`config.mk`:
```
export PLATFORM = sky130hd
export DESIGN_NAME = encoder_position_and_rate_meter_unit
export DESIGN_NICKNAME = d
export VERILOG_FILES = /design/src/rtl/eprm_pkg.sv /design/src/rtl/encoder_position_and_rate_meter_unit.sv
export VERILOG_INCLUDE_DIRS = /design/src /design/src/rtl
export SDC_FILE = /design/constraint.sdc
export NUM_CORES = 2
export LEC_CHECK = 0
export ABC_AREA = 1
export BUFFER_PORTS_ARGS = -buffer_cell sky130_fd_sc_hd__buf_4
export CORE_ASPECT_RATIO = 0.9
export CORE_UTILIZATION = 45
export CTS_CLUSTER_DIAMETER = 30
export CTS_CLUSTER_SIZE = 14
export DETAILED_ROUTE_END_ITERATION = 10
export GPL_TIMING_DRIVEN = 0
export PLACE_DENSITY_LB_ADDON = 0.1
export SLEW_MARGIN = 5
export SYNTH_ARGS = -nofsm -noshare
export SYNTH_HDL_FRONTEND = slang
export SYNTH_SLANG_ARGS = --single-unit
```
`constraint.sdc`:
```
create_clock -name i_clk -period 7.77 [get_ports i_clk]
set_input_delay 2.331 -clock i_clk [delete_from_list [all_inputs] [get_ports i_clk]]
set_output_delay 2.331 -clock i_clk [all_outputs]
set_load 0.02 [all_outputs]
```
`src/rtl/assert_macros.svh`:
```
// ----------------------------------------------------------------------------
// Assertion macros
// Shared concurrent check macros for the RTL files of the rate meter.
// ----------------------------------------------------------------------------
`ifndef ASSERT_MACROS_SVH
`define ASSERT_MACROS_SVH

// Same-cycle implication, disabled while reset is low
`define CHK_SAME(lbl, clk, rst_n, ante, cons, msg) \
    lbl: assert property (@(posedge clk) disable iff (!rst_n) (ante) |-> (cons)) \
        else $error(msg);

// Next-cycle implication, disabled while reset is low
`define CHK_NEXT(lbl, clk, rst_n, ante, cons, msg) \
    lbl: assert property (@(posedge clk) disable iff (!rst_n) (ante) |=> (cons)) \
        else $error(msg);

`endif

```
`src/rtl/eprm_pkg.sv`:
```
// ----------------------------------------------------------------------------
// eprm_pkg
// Types and fixed constants of the encoder position and rate meter.
// ----------------------------------------------------------------------------
`timescale 1ns / 1ps
`default_nettype none

package eprm_pkg;

    // Sequencer states
    typedef enum logic [3:0] {
        S_INIT,
        S_IDLE,
        S_EXEC,
        S_CHK,
        S_LAST,
        S_FILL,
        S_SUM,
        S_PREP,
        S_DIV,
        S_SCALE,
        S_OUT
    } t_state;

    // Command codes carried in the input tuser
    localparam logic [1:0] CMD_TIMER  = 2'd0;
    localparam logic [1:0] CMD_ENC    = 2'd1;
    localparam logic [1:0] CMD_SAMPLE = 2'd2;

    // Configuration register indexes
    localparam logic [1:0] CFG_TICKS = 2'd0;
    localparam logic [1:0] CFG_LIMIT = 2'd1;
    localparam logic [1:0] CFG_NUM   = 2'd2;
    localparam logic [1:0] CFG_STEP  = 2'd3;

    // Reset values
    localparam logic [31:0] POS_RESET   = 32'h8000_8000;
    localparam logic [15:0] TICKS_RESET = 16'd10000;
    localparam logic [19:0] LIMIT_RESET = 20'd400000;
    localparam logic [31:0] NUM_RESET   = 32'd204800000;
    localparam logic [16:0] STEP_RESET  = 17'd1024;

    // Arithmetic constants
    localparam logic [15:0] SAT16          = 16'hFFFF;
    localparam logic [19:0] SAT20          = 20'hF_FFFF;
    localparam int          QUOT_W         = 32;
    localparam logic [4:0]  DIV_LAST       = 5'd31;
    localparam logic [19:0] RECIP10        = 20'hC_CCCD;  // ceil(2^23 / 10)
    localparam int          RECIP10_SHIFT  = 23;
    localparam logic [19:0] ROUND_HALF     = 20'd5;
    localparam logic [31:0] COARSE_SAT_MIN = 32'd655345;  // (rate+5)/10 >= 0xFFFF

endpackage

`default_nettype wire

```
`src/rtl/encoder_position_and_rate_meter_unit.sv`:
```
// ----------------------------------------------------------------------------
// encoder_position_and_rate_meter_unit
// Encoder position tracker and period-averaging rate meter with a shared
// sequencer, a ring memory of periods and a bit-serial divider.
// ----------------------------------------------------------------------------
`timescale 1ns / 1ps
`default_nettype none
`include "assert_macros.svh"

// One item is handled at a time; s_axis_tready is high only while idle.
// A timer or encoder beat is executed and the unit returns to idle. A
// sample forms the period sum with one ring read per cycle, then, unless
// the sum is zero, runs a restoring divider that produces one quotient bit
// per cycle. The result beat is held until m_axis_tready is high. The first
// sample after a stop checks the ring and copies the latest period into
// every entry; a sample still waiting for that period returns the held
// rates, and a stopped sample refills the ring with the limit. After reset
// the ring is initialized before the first beat is taken; configuration
// writes are accepted throughout.
module encoder_position_and_rate_meter_unit #(
    parameter int RING_DEPTH = 8
) (
    input  wire logic        i_clk,
    input  wire logic        i_rst_n,
    // configuration write channel
    input  wire logic        i_cfg_valid,
    output logic             o_cfg_ready,
    input  wire logic [1:0]  i_cfg_addr,
    input  wire logic [31:0] i_cfg_data,
    // input stream
    input  wire logic        s_axis_tvalid,
    output logic             s_axis_tready,
    input  wire logic [23:0] s_axis_tdata,   // [15:0] count_value, [16] direction
    input  wire logic [1:0]  s_axis_tuser,   // [1:0] cmd
    // result stream
    output logic             m_axis_tvalid,
    input  wire logic        m_axis_tready,
    output logic [63:0]      m_axis_tdata,   // [31:0] position, [47:32] rate_fine,
                                             // [63:48] rate_coarse
    output logic             m_axis_tuser    // [0] fresh
);
    import eprm_pkg::*;

    localparam int IW = (RING_DEPTH > 1) ? $clog2(RING_DEPTH) : 1;
    localparam int CW = $clog2(RING_DEPTH + 1);
    localparam int SW = 20 + IW;
    localparam logic [CW-1:0] CNT_LAST = CW'(RING_DEPTH - 1);
    localparam logic [CW-1:0] CNT_END  = CW'(RING_DEPTH);
    localparam logic [IW-1:0] IDX_LAST = IW'(RING_DEPTH - 1);
    localparam logic [IW-1:0] IDX_ONE  = IW'(1);

    // Registers
    t_state          r_state,      n_state;
    logic [15:0]     r_cfg_ticks,  n_cfg_ticks;
    logic [19:0]     r_cfg_limit,  n_cfg_limit;
    logic [31:0]     r_cfg_num,    n_cfg_num;
    logic [16:0]     r_cfg_step,   n_cfg_step;
    logic [31:0]     r_pos_base,   n_pos_base;
    logic [19:0]     r_acc,        n_acc;
    logic [IW-1:0]   r_ring_idx,   n_ring_idx;
    logic            r_refill,     n_refill;
    logic [15:0]     r_held_fine,  n_held_fine;
    logic [15:0]     r_held_coarse, n_held_coarse;
    logic [1:0]      r_cmd,        n_cmd;
    logic [15:0]     r_cnt_val,    n_cnt_val;
    logic            r_dir,        n_dir;
    logic [CW-1:0]   r_cnt,        n_cnt;
    logic [19:0]     r_fill_val,   n_fill_val;
    logic            r_fill_div,   n_fill_div;
    logic [SW-1:0]   r_sum,        n_sum;
    logic [SW-1:0]   r_rem,        n_rem;
    logic [31:0]     r_quot,       n_quot;
    logic [4:0]      r_div_cnt,    n_div_cnt;
    logic [31:0]     r_o_pos,      n_o_pos;
    logic [15:0]     r_o_fine,     n_o_fine;
    logic [15:0]     r_o_coarse,   n_o_coarse;
    logic            r_o_fresh,    n_o_fresh;
    logic [19:0]     r_rd_data;

    // Period ring
    logic [19:0]     ring_mem [RING_DEPTH];
    logic            mem_we;
    logic [IW-1:0]   mem_wa;
    logic [19:0]     mem_wd;
    logic [IW-1:0]   mem_ra;

    // Datapath helpers
    logic [20:0]     acc_tick;
    logic [20:0]     per_sum;
    logic [IW-1:0]   last_idx;
    logic [IW-1:0]   next_idx;
    logic [SW-1:0]   sum_addend;
    logic [SW-1:0]   sum_next;
    logic [SW:0]     div_trial;
    logic [SW:0]     div_diff;
    logic            div_ge;
    logic [19:0]     scale_in;
    logic [39:0]     scale_prod;

    assign acc_tick   = {1'b0, r_acc} + {5'b0, r_cfg_ticks};
    assign per_sum    = {1'b0, r_acc} + {5'b0, r_cnt_val};
    assign last_idx   = (r_ring_idx == '0) ? IDX_LAST : r_ring_idx - IW'(1);
    assign next_idx   = (r_ring_idx == IDX_LAST) ? '0 : r_ring_idx + IW'(1);

    // Shared accumulator adder: fill value during refill, ring data otherwise
    assign sum_addend = (r_state == S_FILL) ? SW'(r_fill_val) : SW'(r_rd_data);
    assign sum_next   = r_sum + sum_addend;

    // Restoring divider step
    assign div_trial  = {r_rem, r_quot[QUOT_W-1]};
    assign div_diff   = div_trial - {1'b0, r_sum};
    assign div_ge     = (div_trial >= {1'b0, r_sum});

    // Divide by ten, round half up, via reciprocal multiply
    assign scale_in   = r_quot[19:0] + ROUND_HALF;
    assign scale_prod = {20'b0, scale_in} * {20'b0, RECIP10};

    // Ring memory: one write and one registered read port
    always_ff @(posedge i_clk) begin
        if (mem_we) begin
            ring_mem[mem_wa] <= mem_wd;
        end
        r_rd_data <= ring_mem[mem_ra];
    end

    // Next state and outputs
    always_comb begin
        n_state       = r_state;
        n_cfg_ticks   = r_cfg_ticks;
        n_cfg_limit   = r_cfg_limit;
        n_cfg_num     = r_cfg_num;
        n_cfg_step    = r_cfg_step;
        n_pos_base    = r_pos_base;
        n_acc         = r_acc;
        n_ring_idx    = r_ring_idx;
        n_refill      = r_refill;
        n_held_fine   = r_held_fine;
        n_held_coarse = r_held_coarse;
        n_cmd         = r_cmd;
        n_cnt_val     = r_cnt_val;
        n_dir         = r_dir;
        n_cnt         = r_cnt;
        n_fill_val    = r_fill_val;
        n_fill_div    = r_fill_div;
        n_sum         = r_sum;
        n_rem         = r_rem;
        n_quot        = r_quot;
        n_div_cnt     = r_div_cnt;
        n_o_pos       = r_o_pos;
        n_o_fine      = r_o_fine;
        n_o_coarse    = r_o_coarse;
        n_o_fresh     = r_o_fresh;
        mem_we        = 1'b0;
        mem_wa        = r_cnt[IW-1:0];
        mem_wd        = r_fill_val;
        mem_ra        = r_cnt[IW-1:0];

        // configuration writes, any time
        if (i_cfg_valid) begin
            unique case (i_cfg_addr)
                CFG_TICKS: n_cfg_ticks = i_cfg_data[15:0];
                CFG_LIMIT: n_cfg_limit = i_cfg_data[19:0];
                CFG_NUM:   n_cfg_num   = i_cfg_data;
                CFG_STEP:  n_cfg_step  = i_cfg_data[16:0];
            endcase
        end

        unique case (r_state)
            // ring initialization after reset
            S_INIT: begin
                mem_we = 1'b1;
                mem_wd = LIMIT_RESET;
                if (r_cnt == CNT_LAST) begin
                    n_cnt   = '0;
                    n_state = S_IDLE;
                end else begin
                    n_cnt = r_cnt + CW'(1);
                end
            end

            S_IDLE: begin
                if (s_axis_tvalid) begin
                    n_cmd     = s_axis_tuser;
                    n_cnt_val = s_axis_tdata[15:0];
                    n_dir     = s_axis_tdata[16];
                    n_state   = S_EXEC;
                end
            end

            S_EXEC: begin
                n_state = S_IDLE;
                unique case (r_cmd)
                    CMD_TIMER: begin
                        n_acc = (acc_tick >= {1'b0, r_cfg_limit}) ? r_cfg_limit
                                                                  : acc_tick[19:0];
                    end
                    CMD_ENC: begin
                        mem_we     = 1'b1;
                        mem_wa     = r_ring_idx;
                        mem_wd     = per_sum[20] ? SAT20 : per_sum[19:0];
                        n_ring_idx = next_idx;
                        n_acc      = '0;
                        n_pos_base = r_dir ? r_pos_base - {15'b0, r_cfg_step}
                                           : r_pos_base + {15'b0, r_cfg_step};
                    end
                    CMD_SAMPLE: begin
                        n_o_pos = r_pos_base + {16'b0, r_cnt_val};
                        n_cnt   = '0;
                        n_sum   = '0;
                        if (r_acc >= r_cfg_limit) begin
                            // stopped: zero rates, refill ring with the limit
                            n_acc         = r_cfg_limit;
                            n_held_fine   = '0;
                            n_held_coarse = '0;
                            n_ring_idx    = '0;
                            n_refill      = 1'b1;
                            n_fill_val    = r_cfg_limit;
                            n_fill_div    = 1'b0;
                            n_o_fine      = '0;
                            n_o_coarse    = '0;
                            n_o_fresh     = 1'b0;
                            n_state       = S_FILL;
                        end else if (r_refill) begin
                            mem_ra  = IDX_ONE;
                            n_state = S_CHK;
                        end else begin
                            n_state = S_SUM;
                        end
                    end
                    default: n_state = S_IDLE;
                endcase
            end

            // waiting for the first period after a stop?
            S_CHK: begin
                if (r_rd_data == r_cfg_limit) begin
                    n_o_fine   = r_held_fine;
                    n_o_coarse = r_held_coarse;
                    n_o_fresh  = 1'b0;
                    n_state    = S_OUT;
                end else begin
                    mem_ra  = last_idx;
                    n_state = S_LAST;
                end
            end

            // latest period is copied into every entry
            S_LAST: begin
                n_fill_val = r_rd_data;
                n_fill_div = 1'b1;
                n_refill   = 1'b0;
                n_state    = S_FILL;
            end

            S_FILL: begin
                mem_we = 1'b1;
                n_sum  = sum_next;
                if (r_cnt == CNT_LAST) begin
                    n_cnt   = '0;
                    n_state = r_fill_div ? S_PREP : S_OUT;
                end else begin
                    n_cnt = r_cnt + CW'(1);
                end
            end

            // read one entry per cycle, add the one read last cycle
            S_SUM: begin
                if (r_cnt != '0) begin
                    n_sum = sum_next;
                end
                if (r_cnt == CNT_END) begin
                    n_cnt   = '0;
                    n_state = S_PREP;
                end else begin
                    n_cnt = r_cnt + CW'(1);
                end
            end

            S_PREP: begin
                n_rem     = '0;
                n_quot    = r_cfg_num;
                n_div_cnt = DIV_LAST;
                n_state   = (r_sum == '0) ? S_SCALE : S_DIV;
            end

            S_DIV: begin
                n_rem  = div_ge ? div_diff[SW-1:0] : div_trial[SW-1:0];
                n_quot = {r_quot[QUOT_W-2:0], div_ge};
                if (r_div_cnt == '0) begin
                    n_state = S_SCALE;
                end else begin
                    n_div_cnt = r_div_cnt - 5'd1;
                end
            end

            // saturate fine rate, derive coarse rate
            S_SCALE: begin
                if (r_sum == '0) begin
                    n_o_fine   = SAT16;
                    n_o_coarse = SAT16;
                end else begin
                    n_o_fine   = (r_quot >= {16'b0, SAT16}) ? SAT16 : r_quot[15:0];
                    n_o_coarse = (r_quot >= COARSE_SAT_MIN) ? SAT16
                                 : scale_prod[RECIP10_SHIFT +: 16];
                end
                n_held_fine   = n_o_fine;
                n_held_coarse = n_o_coarse;
                n_o_fresh     = 1'b1;
                n_state       = S_OUT;
            end

            S_OUT: begin
                if (m_axis_tready) begin
                    n_state = S_IDLE;
                end
            end

            default: n_state = S_IDLE;
        endcase
    end

    // State register
    always_ff @(posedge i_clk) begin
        if (!i_rst_n) begin
            r_state       <= S_INIT;
            r_cfg_ticks   <= TICKS_RESET;
            r_cfg_limit   <= LIMIT_RESET;
            r_cfg_num     <= NUM_RESET;
            r_cfg_step    <= STEP_RESET;
            r_pos_base    <= POS_RESET;
            r_acc         <= '0;
            r_ring_idx    <= '0;
            r_refill      <= 1'b1;
            r_held_fine   <= '0;
            r_held_coarse <= '0;
            r_cnt         <= '0;
            r_fill_div    <= 1'b0;
        end else begin
            r_state       <= n_state;
            r_cfg_ticks   <= n_cfg_ticks;
            r_cfg_limit   <= n_cfg_limit;
            r_cfg_num     <= n_cfg_num;
            r_cfg_step    <= n_cfg_step;
            r_pos_base    <= n_pos_base;
            r_acc         <= n_acc;
            r_ring_idx    <= n_ring_idx;
            r_refill      <= n_refill;
            r_held_fine   <= n_held_fine;
            r_held_coarse <= n_held_coarse;
            r_cnt         <= n_cnt;
            r_fill_div    <= n_fill_div;
        end
    end

    // Payload and datapath registers
    always_ff @(posedge i_clk) begin
        r_cmd      <= n_cmd;
        r_cnt_val  <= n_cnt_val;
        r_dir      <= n_dir;
        r_fill_val <= n_fill_val;
        r_sum      <= n_sum;
        r_rem      <= n_rem;
        r_quot     <= n_quot;
        r_div_cnt  <= n_div_cnt;
        r_o_pos    <= n_o_pos;
        r_o_fine   <= n_o_fine;
        r_o_coarse <= n_o_coarse;
        r_o_fresh  <= n_o_fresh;
    end

    // Ports
    assign o_cfg_ready   = 1'b1;
    assign s_axis_tready = (r_state == S_IDLE);
    assign m_axis_tvalid = (r_state == S_OUT);
    assign m_axis_tdata  = {r_o_coarse, r_o_fine, r_o_pos};
    assign m_axis_tuser  = r_o_fresh;

    // Checks
    `CHK_SAME(a_no_overlap, i_clk, i_rst_n, m_axis_tvalid, !s_axis_tready, "beat taken while result pending")
    `CHK_NEXT(a_busy_after_beat, i_clk, i_rst_n, s_axis_tvalid && s_axis_tready, !s_axis_tready, "ready held after input beat")
    `CHK_SAME(a_div_nonzero, i_clk, i_rst_n, r_state == S_DIV, r_sum != '0, "divide by zero ring sum")
    `CHK_SAME(a_fresh_refilled, i_clk, i_rst_n, m_axis_tvalid && m_axis_tuser, !r_refill, "fresh rate with refill pending")

endmodule

`default_nettype wire
```
==> key figures <==
Clock network
  – Number of clock sinks: 549
  – Clock Path Buffers: 3
  – CTS clock-pin slew for the worst setup and hold paths: 0.05 ns
  – CTS tree: done
  – # hold bufs at CTS: 0
  – Num CTS Buffers: 133
  – Root Driver: clkbuf_16
  – Latest clock arrival within the worst-skew pair: 0.73 ns
  – H-tree depth: 4

GRT
  – Largest net degree at the start of global routing: 57
  – Initial antenna violation count: 0
  – Number of global-route vias before repair: 32380
  – GRT Total Usage: 0.2719
  – First-pass GRT wire length: 184300 µm
  – Total grt overflow: 0

Timing
  – Layout Skew: 0.05239 ns
  – Final hold viol count: 0
  – Worst slew margin: 0.2301
  – Fin crit period: 7.498 ns
  – Final setup violation count: 0
  – Slew Limit Fails: 0
  – Worst-Margin Slew: 1.143 ns
  – Final WS setup: 0.2720 ns
  – Fmax achieved: 0.1334 GHz
  – Unrepaired setup endpoints after global routing: true
  – Period utilisation layout: 0.9650

Route
  – Number of routed nets with antenna violations: 0
  – Final WL: 120400 µm
  – Vias: 33950
  – Drt drc: 0
  – First-pass iteration count of the detailed router: 6
  – DR WL/cell: 18.91 µm
  – Vias per std cell: 5.332
  – DRT iter0 DRCs: 2797

Floorplan
  – Starting density of the core: 0.4552
  – I/O pin cnt: 133
  – Die width: 313.4 µm
  – CORE AREA: 86270 µm²
  – Rows: 102
  – Die area: 88450 µm²
  – Die Y: 282.2 µm

Min path
  – Worst Hold Class: reg2reg

Synthesis
  – Number of synthesized flops with an enable pin: 347
  – Syn Area/Cell: 8.138 µm²
  – Syn. warnings: 0
  – Synth area leaders: edfxtp_1, ha_1, dfxtp_1
  – Synth top area share: 0.2654
  – Gate count of the mapped netlist: 4825
  – Ys flop type: edfxtp_1
  – Synth unique cells: 62
  – Mapped Area: 39270 µm²
  – Sequential-to-total area share from yosys stat: 0.3683
  – Post-synthesis async set-or-reset flop share: 0
  – Synthesized Nets: 5396
  – Top cell type by total area after synthesis: edfxtp_1
  – Synthesized flop and latch total: 549

Setup path
  – Crit-path max FO: 7
  – Worst EP required: 8.23 ns
  – Crit Path Class: reg2reg
  – Crit path largest cell delay: 0.57 ns
  – Slowest CP cell: fa_1
  – Worst path most repeated cell: nand2_1
  – Setup crit start kind: flip-flop
  – CP Capture Type: flip-flop
  – Crit path DAT: 7.96 ns

Final layout
  – Layout area overhead: 19.88%
  – Share of cells above drive strength 1: 0.09709
  – Final nets: 5681
  – Final Cell Area: 47080 µm²
  – Most frequent cells in the layout: nand2_1, inv_1, ha_1
  – Most common cell after layout, fill and taps aside: nand2_1

Outcome
  – Outcome: finished clean

Run
  – Max_cap viols: 0

Pwr
  – VDD IR max: 0.1755 mV
  – Pwr dens: 247.9 nW/µm²
  – Leak: 22.13 nW

Place
  – Placer Congestion: 0.9360
  – Post-DP HPWL: 94990 µm
  – Setup WS pre-CTS: -0.6652 ns
  – PortBufs: 123
  – Area after DPL: 41900 µm²
## what timing repair did
action	4_1_cts	5_1_grt
setup buffers	0	16
gates resized for setup	13	40
setup endpoints to repair	29	31
pin swaps	0	7
## power by group
group	internal (mW)	total [mW]	leakage (nW)	switching, mW
Clock	3.90	5.80	2.30	1.89
Combinational	0.747	2.29	15.1	1.55
Sequential	3.43	3.58	4.70	0.149
Total	8.08	11.7	22.1	3.59
## critical path: cells and delay by family, from the launching register on
kind / cells / cell delay, ns
simple gates: 11 / 1.40
fa+ha+maj: 8 / 3.63
compound gates: 4 / 0.71
buf+inv: 5 / 0.65
xor+xnor: 1 / 0.50
flops: 1 / 0.31
## registers in the layout, indices dropped and copies added, names as in the netlist, 17 cells and up
name,flops
r_acc,20
r_cfg_limit,20
r_cfg_num,32
r_cfg_step,17
r_fill_val,20
r_o_pos,32
r_pos_base,32
r_quot,32
r_rd_data,20
r_rem,23
r_sum,23
ring_mem,160
## final cells by class
| cell class | count | area, µm² |
|---|---|---|
| antenna | 1 | 2.502 |
| buffer | 139 | 584.3 |
| clock buffer | 173 | 3736 |
| clock inverter | 74 | 1057 |
| fill | 8096 | 39200 |
| inverter | 795 | 2984 |
| multi-input combinational | 3339 | 21550 |
| sequential | 549 | 14460 |
| tap | 1144 | 1431 |
| timing repair buffer | 153 | 1264 |
## stage by stage
step | setup TNS [ns] | hold WS (ns) | instances | util | total power, mW
3_5_place_dp | -6.227 | 0.4429 | 6106 | 0.4857 | 5.879
4_1_cts | 0 | 0.4489 | 6352 | 0.5419 | 11.70
5_1_grt | -0.1674 | 0.4609 | 6366 | 0.5456 | 12.18
2_1_floorplan | 0 | 0.4245 | 4825 | - | 5.131
3_3_place_gp | -6.765 | 0.4370 | 6092 | 0.4825 | 5.821
6_report | 0 | 0.4496 | 6367 | 0.5457 | 11.67
## synthesized netlist by cell type (105+ instances only)
| cell type | number |
|---|---|
| nand2_1 | 973 |
| inv_1 | 774 |
| ha_1 | 369 |
| o21ai_0 | 353 |
| a21oi_1 | 350 |
| edfxtp_1 | 347 |
| nor2_1 | 321 |
| nand3_1 | 300 |
| dfxtp_1 | 202 |
| fa_1 | 137 |
| xor2_1 | 121 |
| clkbuf_1 | 105 |
## routing by layer
| metal | vias to the layer above | track usage | share of wire |
|---|---|---|---|
| met4 | 0 | 0.07905 | 0.021 |
| met3 | 189 | 0.05007 | 0.074 |
| met5 | - | 0 | 0 |
| li1 | 16620 | - | - |
| met1 | 15970 | 0.4045 | 0.48 |
| met2 | 1165 | 0.3987 | 0.42 |
## kinds of logic after synthesis
group	Yosys count	synth area share
buf+inv	937	0.09116
other cells	1	0.00009550
fa+ha+maj	506	0.1874
xor+xnor	164	0.03677
compound gates	901	0.1262
simple gates	1767	0.1900
flops	549	0.3683
## final timing paths
check	from	endpoint	slack [ns]	cells past startpoint
worst min register to register	r_cfg_num[10]	r_cfg_num[10]	0.45	2
worst min-delay path	r_cfg_num[10]	r_cfg_num[10]	0.45	2
worst max register to register	r_quot[9]	r_o_coarse[15]	0.27	29
worst max-delay path	r_quot[9]	r_o_coarse[15]	0.27	29
Note: power is estimated with default switching activity, not from simulation.
